$ cat config.mk
export PLATFORM = sky130hd
export DESIGN_NAME = utf8_stream_decoder_core
export DESIGN_NICKNAME = d
export VERILOG_FILES = /design/src/rtl/u8d_pkg.sv /design/src/rtl/utf8_stream_decoder_core.sv /design/src/rtl/u8d_decode.sv /design/src/rtl/u8d_result_queue.sv
export SDC_FILE = /design/constraint.sdc
export NUM_CORES = 1
export LEC_CHECK = 0
export ABC_AREA = 1
export BUFFER_PORTS_ARGS = -buffer_cell sky130_fd_sc_hd__buf_2
export CAP_MARGIN = 20
export CORE_ASPECT_RATIO = 1.75
export CORE_UTILIZATION = 55
export DETAILED_ROUTE_END_ITERATION = 6
export HOLD_SLACK_MARGIN = 0.12
export PLACE_DENSITY = 0.76
export SLEW_MARGIN = 20
export SYNTH_ARGS = -nofsm -noshare
export SYNTH_HDL_FRONTEND = slang
export SYNTH_SLANG_ARGS = --single-unit
$ cat constraint.sdc
create_clock -name clk -period 2.5 [get_ports clk]
set_input_delay 0 -clock clk [delete_from_list [all_inputs] [get_ports clk]]
set_output_delay 0 -clock clk [all_outputs]
set_load 0.005 [all_outputs]
$ cat src/rtl/u8d_pkg.sv
package u8d_pkg;

    // result kinds
    localparam logic [1:0] KIND_VALID   = 2'd0;
    localparam logic [1:0] KIND_BROKEN  = 2'd1;
    localparam logic [1:0] KIND_BADLEAD = 2'd2;

    localparam logic [31:0] ALL_ONES = 32'hFFFF_FFFF;

    // result queue geometry (power of two)
    localparam int unsigned RQ_DEPTH = 4;
    localparam int unsigned RQ_PTR_W = $clog2(RQ_DEPTH);
    localparam int unsigned RQ_CNT_W = RQ_PTR_W + 1;

    typedef struct packed {
        logic [31:0] code_point;
        logic [1:0]  kind;
        logic        last_of_run;
    } result_t;

    typedef struct packed {
        logic [1:0]  num;        // results produced by this beat, 0 to 2
        result_t     res0;
        result_t     res1;
        logic [30:0] partial_next;
        logic [2:0]  pending_next;
    } step_t;

endpackage

$ cat src/rtl/utf8_stream_decoder_core.sv
// utf8 stream decoder: turns a utf-8 byte stream into code points
// input channel: data_byte / end_marker with in_valid / in_ready, one byte per beat;
//   end_marker closes the string and flushes an open sequence as broken
// output channel: code_point / kind / last_of_run with out_valid / out_ready;
//   kind 0 valid character, 1 broken sequence, 2 invalid lead byte;
//   last_of_run marks the final result caused by one input beat
// a byte beat gives 0, 1 or 2 results (two when a sequence is interrupted
//   and the interrupting byte is itself a complete character or a bad lead)
// path: a beat lands in the input register, is decoded combinationally from there when
//   the queue has room, and its results go into the result queue that drives out_valid
// throughput: one input beat per cycle while the receiver keeps up; a beat that
//   yields two results is absorbed by a four-entry result queue that only takes
//   a decode when it has room for two results
// receiver stall: the queue fills, the decode stage holds, then in_ready drops;
//   nothing is lost or repeated
// reset: asynchronous active low; clears the open sequence, the input stage and
//   the result queue, so no sequence is open afterwards
module utf8_stream_decoder_core
(
    input  logic        clk,
    input  logic        rst_n,
    input  logic [7:0]  data_byte,
    input  logic        end_marker,
    input  logic        in_valid,
    output logic        in_ready,
    output logic [31:0] code_point,
    output logic [1:0]  kind,
    output logic        last_of_run,
    output logic        out_valid,
    input  logic        out_ready
);

    // input register
    logic        in_full_reg, in_full_next;
    logic [7:0]  byte_reg;
    logic        end_reg;

    // decoder state: partial code point and continuation bytes still due
    logic [30:0] partial_reg, partial_next;
    logic [2:0]  pending_reg, pending_next;

    u8d_pkg::step_t   step;
    u8d_pkg::result_t head;
    logic             room_two;
    logic             fire;
    logic             take_in;
    logic [1:0]       wr_num;

    // decode fires when a byte is held and the queue can absorb two results
    assign fire     = in_full_reg && room_two;
    assign in_ready = !in_full_reg || fire;
    assign take_in  = in_valid && in_ready;
    assign wr_num   = fire ? step.num : 2'd0;

    assign in_full_next = take_in || (in_full_reg && !fire);
    assign partial_next = fire ? step.partial_next : partial_reg;
    assign pending_next = fire ? step.pending_next : pending_reg;

    always_ff @(posedge clk or negedge rst_n)
    begin
        if (!rst_n)
        begin
            in_full_reg <= 1'b0;
            partial_reg <= '0;
            pending_reg <= '0;
        end
        else
        begin
            in_full_reg <= in_full_next;
            partial_reg <= partial_next;
            pending_reg <= pending_next;
        end
    end

    // payload of the input stage, no reset needed
    always_ff @(posedge clk)
    begin
        if (take_in)
        begin
            byte_reg <= data_byte;
            end_reg  <= end_marker;
        end
    end

    u8d_decode u_decode
    (
        .data_byte  (byte_reg),
        .end_marker (end_reg),
        .partial    (partial_reg),
        .pending    (pending_reg),
        .step       (step)
    );

    u8d_result_queue u_queue
    (
        .clk      (clk),
        .rst_n    (rst_n),
        .wr_num   (wr_num),
        .wr_res0  (step.res0),
        .wr_res1  (step.res1),
        .room_two (room_two),
        .rd_valid (out_valid),
        .rd_take  (out_ready),
        .rd_res   (head)
    );

    assign code_point  = head.code_point;
    assign kind        = head.kind;
    assign last_of_run = head.last_of_run;

endmodule

$ cat src/rtl/u8d_decode.sv
module u8d_decode
(
    input  logic [7:0]       data_byte,
    input  logic             end_marker,
    input  logic [30:0]      partial,
    input  logic [2:0]       pending,
    output u8d_pkg::step_t   step
);

    logic        lead_has_res;
    logic [31:0] lead_cp;
    logic [1:0]  lead_kind;
    logic [30:0] lead_partial;
    logic [2:0]  lead_pending;
    logic [30:0] shifted;
    logic        is_cont;

    // lead byte classification with no sequence open
    always_comb
    begin
        lead_has_res = 1'b0;
        lead_cp      = 32'd0;
        lead_kind    = u8d_pkg::KIND_VALID;
        lead_partial = 31'd0;
        lead_pending = 3'd0;
        priority if (data_byte[7] == 1'b0)
        begin
            lead_has_res = 1'b1;
            lead_cp      = {24'd0, data_byte};
        end
        else if ((data_byte & 8'hE0) == 8'hC0)
        begin
            lead_partial = {26'd0, data_byte[4:0]};
            lead_pending = 3'd1;
        end
        else if ((data_byte & 8'hF0) == 8'hE0)
        begin
            lead_partial = {27'd0, data_byte[3:0]};
            lead_pending = 3'd2;
        end
        else if ((data_byte & 8'hF8) == 8'hF0)
        begin
            lead_partial = {28'd0, data_byte[2:0]};
            lead_pending = 3'd3;
        end
        else if ((data_byte & 8'hFC) == 8'hF8)
        begin
            lead_partial = {29'd0, data_byte[1:0]};
            lead_pending = 3'd4;
        end
        else if ((data_byte & 8'hFE) == 8'hFC)
        begin
            lead_partial = {30'd0, data_byte[0]};
            lead_pending = 3'd5;
        end
        else
        begin
            lead_has_res = 1'b1;
            lead_kind    = u8d_pkg::KIND_BADLEAD;
        end
    end

    assign is_cont = (data_byte & 8'hC0) == 8'h80;
    assign shifted = {partial[24:0], data_byte[5:0]};

    always_comb
    begin
        step = '0;
        step.partial_next = partial;
        step.pending_next = pending;
        priority if (end_marker)
        begin
            // flush an open sequence as broken
            step.partial_next = 31'd0;
            step.pending_next = 3'd0;
            if (pending != 3'd0)
            begin
                step.num  = 2'd1;
                step.res0 = '{code_point: u8d_pkg::ALL_ONES,
                              kind: u8d_pkg::KIND_BROKEN, last_of_run: 1'b1};
            end
        end
        else if (pending != 3'd0 && is_cont)
        begin
            step.pending_next = pending - 3'd1;
            step.partial_next = shifted;
            if (pending == 3'd1)
            begin
                step.num          = 2'd1;
                step.res0         = '{code_point: {1'b0, shifted},
                                      kind: u8d_pkg::KIND_VALID, last_of_run: 1'b1};
                step.partial_next = 31'd0;
            end
        end
        else if (pending != 3'd0)
        begin
            // interrupted sequence, then the byte starts over as a lead
            step.res0 = '{code_point: u8d_pkg::ALL_ONES,
                          kind: u8d_pkg::KIND_BROKEN, last_of_run: !lead_has_res};
            step.res1 = '{code_point: lead_cp, kind: lead_kind, last_of_run: 1'b1};
            step.num  = lead_has_res ? 2'd2 : 2'd1;
            step.partial_next = lead_partial;
            step.pending_next = lead_pending;
        end
        else
        begin
            step.res0 = '{code_point: lead_cp, kind: lead_kind, last_of_run: 1'b1};
            step.num  = lead_has_res ? 2'd1 : 2'd0;
            step.partial_next = lead_partial;
            step.pending_next = lead_pending;
        end
    end

endmodule

$ cat src/rtl/u8d_result_queue.sv
module u8d_result_queue
(
    input  logic               clk,
    input  logic               rst_n,
    input  logic [1:0]         wr_num,
    input  u8d_pkg::result_t   wr_res0,
    input  u8d_pkg::result_t   wr_res1,
    output logic               room_two,
    output logic               rd_valid,
    input  logic               rd_take,
    output u8d_pkg::result_t   rd_res
);

    u8d_pkg::result_t                 mem_reg [u8d_pkg::RQ_DEPTH];
    logic [u8d_pkg::RQ_PTR_W-1:0]     wr_ptr_reg, wr_ptr_next;
    logic [u8d_pkg::RQ_PTR_W-1:0]     rd_ptr_reg, rd_ptr_next;
    logic [u8d_pkg::RQ_CNT_W-1:0]     count_reg, count_next;
    logic [u8d_pkg::RQ_PTR_W-1:0]     wr_ptr_inc;
    logic                             pop;

    assign pop        = rd_take && rd_valid;
    assign wr_ptr_inc = wr_ptr_reg + u8d_pkg::RQ_PTR_W'(1);
    assign rd_valid   = count_reg != '0;
    assign rd_res     = mem_reg[rd_ptr_reg];
    assign room_two   = count_reg <= u8d_pkg::RQ_CNT_W'(u8d_pkg::RQ_DEPTH - 2);

    assign wr_ptr_next = wr_ptr_reg + u8d_pkg::RQ_PTR_W'(wr_num);
    assign rd_ptr_next = rd_ptr_reg + u8d_pkg::RQ_PTR_W'(pop);
    assign count_next  = count_reg + u8d_pkg::RQ_CNT_W'(wr_num)
                         - u8d_pkg::RQ_CNT_W'(pop);

    always_ff @(posedge clk or negedge rst_n)
    begin
        if (!rst_n)
        begin
            wr_ptr_reg <= '0;
            rd_ptr_reg <= '0;
            count_reg  <= '0;
        end
        else
        begin
            wr_ptr_reg <= wr_ptr_next;
            rd_ptr_reg <= rd_ptr_next;
            count_reg  <= count_next;
        end
    end

    always_ff @(posedge clk)
    begin
        if (wr_num != 2'd0)
        begin
            mem_reg[wr_ptr_reg] <= wr_res0;
        end
        if (wr_num == 2'd2)
        begin
            mem_reg[wr_ptr_inc] <= wr_res1;
        end
    end

endmodule

After elaboration in Yosys (flattened, before gate mapping)

Memories as Yosys holds them, arrays and structs flattened.
Cells that the tools add are included.

Register bits: 45
Logic and storage cells: 80
Bits in writable memories: 140
Output and inout bits: 37
Memories kept: 1

Add/sub/neg operators: 6
Eq/ne operators: 8
Mux-type cells: 43
Reductions and logical operators: 13
Magnitude comparators: 1

Memory list:

| name            | words | width | read ports | clocked after Yosys merged registers in | wr ports | RTL line               | RTL |
|---|---|---|---|---|---|---|---|
| u_queue.mem_reg | 4     | 35    | 1          | 0                                       | 2        | u8d_result_queue.sv:14 | `u8d_pkg::result_t mem_reg [u8d_pkg::RQ_DEPTH];` |

Operators with widths:

| kind                                                                              | count |
|---|---|
| 25-bit two-way mux                                                                | 5 |
| 37-bit two-way mux                                                                | 3 |
| 35-bit two-way mux                                                                | 3 |
| 36-bit two-way mux                                                                | 2 |
| 28-bit two-way mux                                                                | 2 |
| 2-bit two-way mux                                                                 | 9 |
| 3-bit two-way mux                                                                 | 6 |
| 1-bit two-way mux                                                                 | 12 |
| 7-bit equality test (second input constant)                                       | 1 |
| 7-bit two-way mux                                                                 | 1 |
| 6-bit equality test (second input constant)                                       | 1 |
| 3-bit nonzero test                                                                | 2 |
| 5-bit equality test (second input constant)                                       | 1 |
| 1-bit logical AND                                                                 | 5 |
| 2-bit equality test (second input constant)                                       | 2 |
| 4-bit equality test (second input constant)                                       | 1 |
| 3-bit by 2-bit adder with 3-bit output                                            | 1 |
| 3-bit by 1-bit equality test with 1-bit output (second input constant)            | 1 |
| 3-bit equality test (second input constant)                                       | 1 |
| 3-bit by 2-bit less-or-equal comparator with 1-bit output (second input constant) | 1 |
| 1-bit zero test                                                                   | 3 |
| 3-bit by 1-bit subtractor with 3-bit output                                       | 1 |
| 3-bit by 1-bit subtractor with 3-bit output (second input constant)               | 1 |
| 2-bit by 1-bit adder with 2-bit output                                            | 1 |
| other kinds (4)                                                                   | 5 |

Longest topological paths before layout

Depth after elaboration: 15
Gate-level depth with buffers: 15
Gate-level depth less buffers: 14

Modules after synthesis

A second synthesis with hierarchy kept.

Cell total of the unflattened synthesis: 1190
Area total of the unflattened synthesis: 10181.0 um^2

By module, submodules not included:

| module                   | area an instance (um^2) | cells an instance | instances | sequential area each (um^2) |
|---|---|---|---|---|
| u8d_result_queue         | 7193.1                  | 774               | 1         | 4379.2 |
| utf8_stream_decoder_core | 1729.2                  | 167               | 1         | 1146.1 |
| u8d_decode               | 1258.7                  | 249               | 1         | 0.0 |

Worst setup path after synthesis

Ideal clock, no wire load.

Path type: register to register
Start: register byte_reg[7]
End: register u_queue.count_reg[2] (netlist name)
Buffers on the path: 0
Data arrival time: 2.450 ns
Setup time: 0.123 ns
Cell stages (with the launch flop): 15
Slack: -0.072 ns
Data required time: 2.377 ns
Cell sequence: edfxtp_1 nand2_1 nor2_1 nand3_1 nand2_1 inv_1 ha_1 nand2_1 nand3_2 nand2_4 ha_1 inv_1 ha_1 fa_1 xnor2_1

Longest elaborated chain between the ends: 14

Ends and longest elaborated chain:

| item                                                          | RTL line                             | RTL |
|---|---|---|
| from (decl)                                                   | utf8_stream_decoder_core.sv:35       | `logic [7:0] byte_reg;` |
| from (signal assigned)                                        | utf8_stream_decoder_core.sv:80       | `byte_reg <= data_byte;` |
| 7-bit equality test                                           | u8d_decode.sv:51                     | `else if ((data_byte & 8'hFE) == 8'hFC)` |
| 1-bit two-way mux                                             | u8d_decode.sv:51                     |  |
| 1-bit two-way mux                                             | u8d_decode.sv:46                     | `else if ((data_byte & 8'hFC) == 8'hF8)` |
| 1-bit two-way mux                                             | u8d_decode.sv:41                     | `else if ((data_byte & 8'hF8) == 8'hF0)` |
| 1-bit two-way mux                                             | u8d_decode.sv:36                     | `else if ((data_byte & 8'hF0) == 8'hE0)` |
| 1-bit two-way mux                                             | u8d_decode.sv:31                     | `else if ((data_byte & 8'hE0) == 8'hC0)` |
| 1-bit two-way mux                                             | u8d_decode.sv:26                     | `priority if (data_byte[7] == 1'b0)` |
| 1-bit two-way mux / 2-bit two-way mux (equally long branches) | u8d_decode.sv:108, u8d_decode.sv:101 |  |
| 37-bit two-way mux                                            | u8d_decode.sv:95                     | `else if (pending != 3'd0)` |
| 37-bit two-way mux (*)                                        | u8d_decode.sv:83                     | `else if (pending != 3'd0 && is_cont)` |
| 37-bit two-way mux (*)                                        | u8d_decode.sv:71                     | `priority if (end_marker)` |
| 2-bit two-way mux (*)                                         | utf8_stream_decoder_core.sv:53       | `assign wr_num = fire ? step.num : 2'd0;` |
| 3-bit by 2-bit adder with 3-bit output (*)                    | u8d_result_queue.sv:29               | `assign count_next = count_reg + u8d_pkg::RQ_CNT_W'(wr_num)` |
| 3-bit by 1-bit subtractor with 3-bit output (*)               | u8d_result_queue.sv:30               | `- u8d_pkg::RQ_CNT_W'(pop);` |
| named net u_queue.count_next (one bit)                        | u8d_result_queue.sv:17               | `logic [u8d_pkg::RQ_CNT_W-1:0] count_reg, count_next;` |
| to (signal assigned)                                          | u8d_result_queue.sv:44               | `count_reg <= count_next;` |
| to (decl)                                                     | u8d_result_queue.sv:17               |  |

The timed path passes the listed nets; every way through them passes the cells marked *.
A chain may end at the register's enable or synchronous reset.

Worst setup path in the final report

Same ends and word-level chain as after synthesis.

==> out/results.ini <==
[timing]
hold_viol_final = 0
relSlewSlack_pct = 45.67
setup_viol = 0
skew_ns = 0.01407
drv_slew = 0
min_period_over_period_pct = 95.34
min_period_ns = 2.384
fmax_ghz = 0.4195
worst_pin_slew_ns = 0.8149

[clock_network]
clk_latency_ns = 0.44
path_clk_slew_ns = 0.07
cts-root-buf = clkbuf_16
cts_buffers = 17
cts_tree = yes
cts_max_path_buffers = 2
cts.sinks = 181
h-tree-depth = 4

[min_path]
holdCritPathClass = in2reg
hold_depth = 3

[floorplanning]
ios = 50
die_height_um = 166.6
die_x_um = 96.04
dieArea_um2 = 16000
design.core.area_um2 = 14990
initial_core_util_pct = 56.79
row_count = 59

[routing]
drt-initial-drc-count = 542
first_pass_iters = 5
met1_length_um = 8815
top_layer_used = met4
wl_met3_um = 1277
wl_met2_um = 12590
via_per_inst = 5.996
antenna_left = 0
routed_wl_um = 23760
drc = 0
routedWlPerCell_um = 17.92
via_count = 7951

[synthesis]
syn-mean-instance-area_um2 = 7.910
ys_warn_count = 0
syn_nets = 1099
synth_area_um2 = 8511
synth.top_cell.area_share_pct = 23.52
synth_cell_types = 32
seq_area_frac_synth_pct = 49.99
ys_ff_latch = 181
synthCells = 1076
synth.area.top_cells = dfxtp_1, edfxtp_1, dfrtp_1
yosysTopAreaCell = dfxtp_1

[power]
switchingPower_mw = 6.857
leakagePower_nw = 4.304
netSwitchingFraction_pct = 45.24
clockPowerShare_pct = 18.7
ir_drop_mv = 0.7884
p_int_mw = 8.300
p_total_mw = 15.16
p_seq_share_pct = 30.9
powerDensity_nw_per_um2 = 1533
p_comb_share_pct = 50.5

[cells_and_area]
multi_input_area_um2 = 3687
layout.area.seq_um2 = 4255
layout_common_cells = nor2_1, o21ai_0, nand3_1, dfxtp_1, nand2_1
largest_reg_flops = 136
layout-drive-gt1-share_pct = 14.09
utilization_pct = 65.98
layout.cells.most_common = nor2_1
n_fill_cell = 1271
areaGrowthSynthToFinish_pct = 16.17
fin_nets = 1153
diodes = 0

[placed_design]
hpwlAfterDp_um = 15400
numPortBuffers = 49
place_congestion = 0.9762

[setup_path]
crit_buf_inv = 2
crit_fanout = 5
rrSetupSlack_ns = 0.12
path_cells = nand2_2 > nor2_4 > nand3_2 > nand2_2 > inv_1 > ha_1 > nand2_1 > nand3_2 > nand2_4 > ha_1 > inv_1 > ha_1 > fa_2 > xnor2_2
endpoint_kind = flop
crit_arrival_ns = 2.70
cp.required_ns = 2.82
cpMostUsedCell = ha_1
ff2ff_path_depth = 14
startpoint_type = flop
worst-setup-path-type = reg2reg
critPathMaxStageDelay_ns = 0.36
critPathTopFamily = adder cells
cp.depth = 14
slowest_stage = edfxtp_1

[global_routing]
grt_pass1_wl_um = 37780
gr-usage-all-layers_pct = 31.03
grt_pass1_vias = 7829
antenna_found_initial = 0
grt_remaining_overflow = 0
grt_max_degree = 70

[run]
maxCapViolCount = 0

[run_status]
status = completed

==> power by group through the flow <==
| stage | registers (mW) | logic, mW | clock network [mW] |
|---|---|---|---|
| 4_1_cts | 4.66 | 7.49 | 2.83 |
| 5_1_grt | 4.80 | 8.46 | 2.94 |
| 3_3_place_gp | 4.68 | 7.32 | 0 |
| 6_report | 4.68 | 7.65 | 2.83 |
| 3_5_place_dp | 4.72 | 7.45 | 0 |
| 2_1_floorplan | 4.59 | 5.06 | 0 |
==> area by class of cell <==
cell class / instances / area share [%]
Inverter: 71 / 2.696
Clock inverter: 12 / 1.557
Tap cell: 183 / 2.316
Multi-Input combinational cell: 746 / 37.29
Clock buffer: 20 / 4.733
Sequential cell: 181 / 43.04
Timing Repair Buffer: 113 / 8.365
==> repair_timing <==
action | in CTS | in global routing
resized for setup | 0 | 14
hold endpoints to repair | 55 | 0
buffers inserted | 0 | 2
hold buffers | 11 | 0
endpoints found under the setup margin | 0 | 94
==> cell usage after synthesis <==
master	number
nor2_1	183
nand3_2	1
o22ai_1	66
nand2_1	100
clkbuf_1	48
inv_2	2
inv_1	69
xor2_1	3
o21ai_1	11
dfxtp_1	100
nor2_4	2
a21boi_0	1
o21ai_0	142
a21oi_1	67
a31oi_1	2
nand3_1	137
nand2_4	2
edfxtp_1	45
buf_2	23
nor2_2	1
o32ai_1	2
nand4_1	3
ha_1	9
xnor2_1	2
o31ai_1	1
dfrtp_1	36
nor3_1	4
buf_4	2
buf_6	5
nand2_2	4
o211ai_1	2
fa_1	1
==> routing by layer <==
layer / vias to the layer above / GRT usage (%)
li1: 3780 / -
met1: 3743 / 34.52
met2: 357 / 54.36
met3: 71 / 5.114
met4: 0 / 17.20
met5: - / 0
==> cells by family after synthesis <==
group	share of synthesized area [%]
buffers and inverters	7.439
adder cells (fa/ha/maj)	1.558
AND/OR/NAND/NOR	22.01
AO/OA/AOI/OAI	18.49
flip-flops	49.99
XOR/XNOR	0.5146
==> stage by stage <==
stage / setup TNS [ns] / instances / hold slack, ns / area [µm²] / setup slack, ns
global route: -0.01387 / 1326 / 0.1672 / 9887 / -0.01387
floorplan: 0 / 1076 / -0.2956 / 8523 / 0.009527
CTS: 0 / 1324 / 0.1477 / 9829 / 0.03177
global placement: 0 / 1281 / 0.1412 / 9097 / 0.08624
finish: 0 / 1326 / 0.1656 / 9887 / 0.1164
detailed placement: 0 / 1281 / 0.1370 / 9097 / 0.05125
==> worst paths after layout <==
check / startpoint / endpoint
worst min register to register: u_queue.mem_reg[3][33]$_SDFFE_PP0P_ / u_queue.mem_reg[3][33]$_SDFFE_PP0P_
min in group asynchronous: rst_n / u_queue.count_reg[0]$_DFF_PN0_
worst max register to register: byte_reg[7]$_DFFE_PP_ / u_queue.count_reg[2]$_DFF_PN0_
worst min-delay path: out_ready / u_queue.rd_ptr_reg[0]$_DFF_PN0_
worst max-delay path: byte_reg[7]$_DFFE_PP_ / u_queue.count_reg[2]$_DFF_PN0_
max in group asynchronous: rst_n / u_queue.rd_ptr_reg[0]$_DFF_PN0_
==> worst reg2reg max path, stage by stage (launching register included) <==
cell	delay (ns)
edfxtp_1	0.36
nand2_2	0.10
nor2_4	0.12
nand3_2	0.08
nand2_2	0.09
inv_1	0.05
ha_1	0.27
nand2_1	0.06
nand3_2	0.08
nand2_4	0.07
ha_1	0.27
inv_1	0.04
ha_1	0.19
fa_2	0.36
xnor2_2	0.14
No activity file was read; power rests on OpenSTA's default activity.
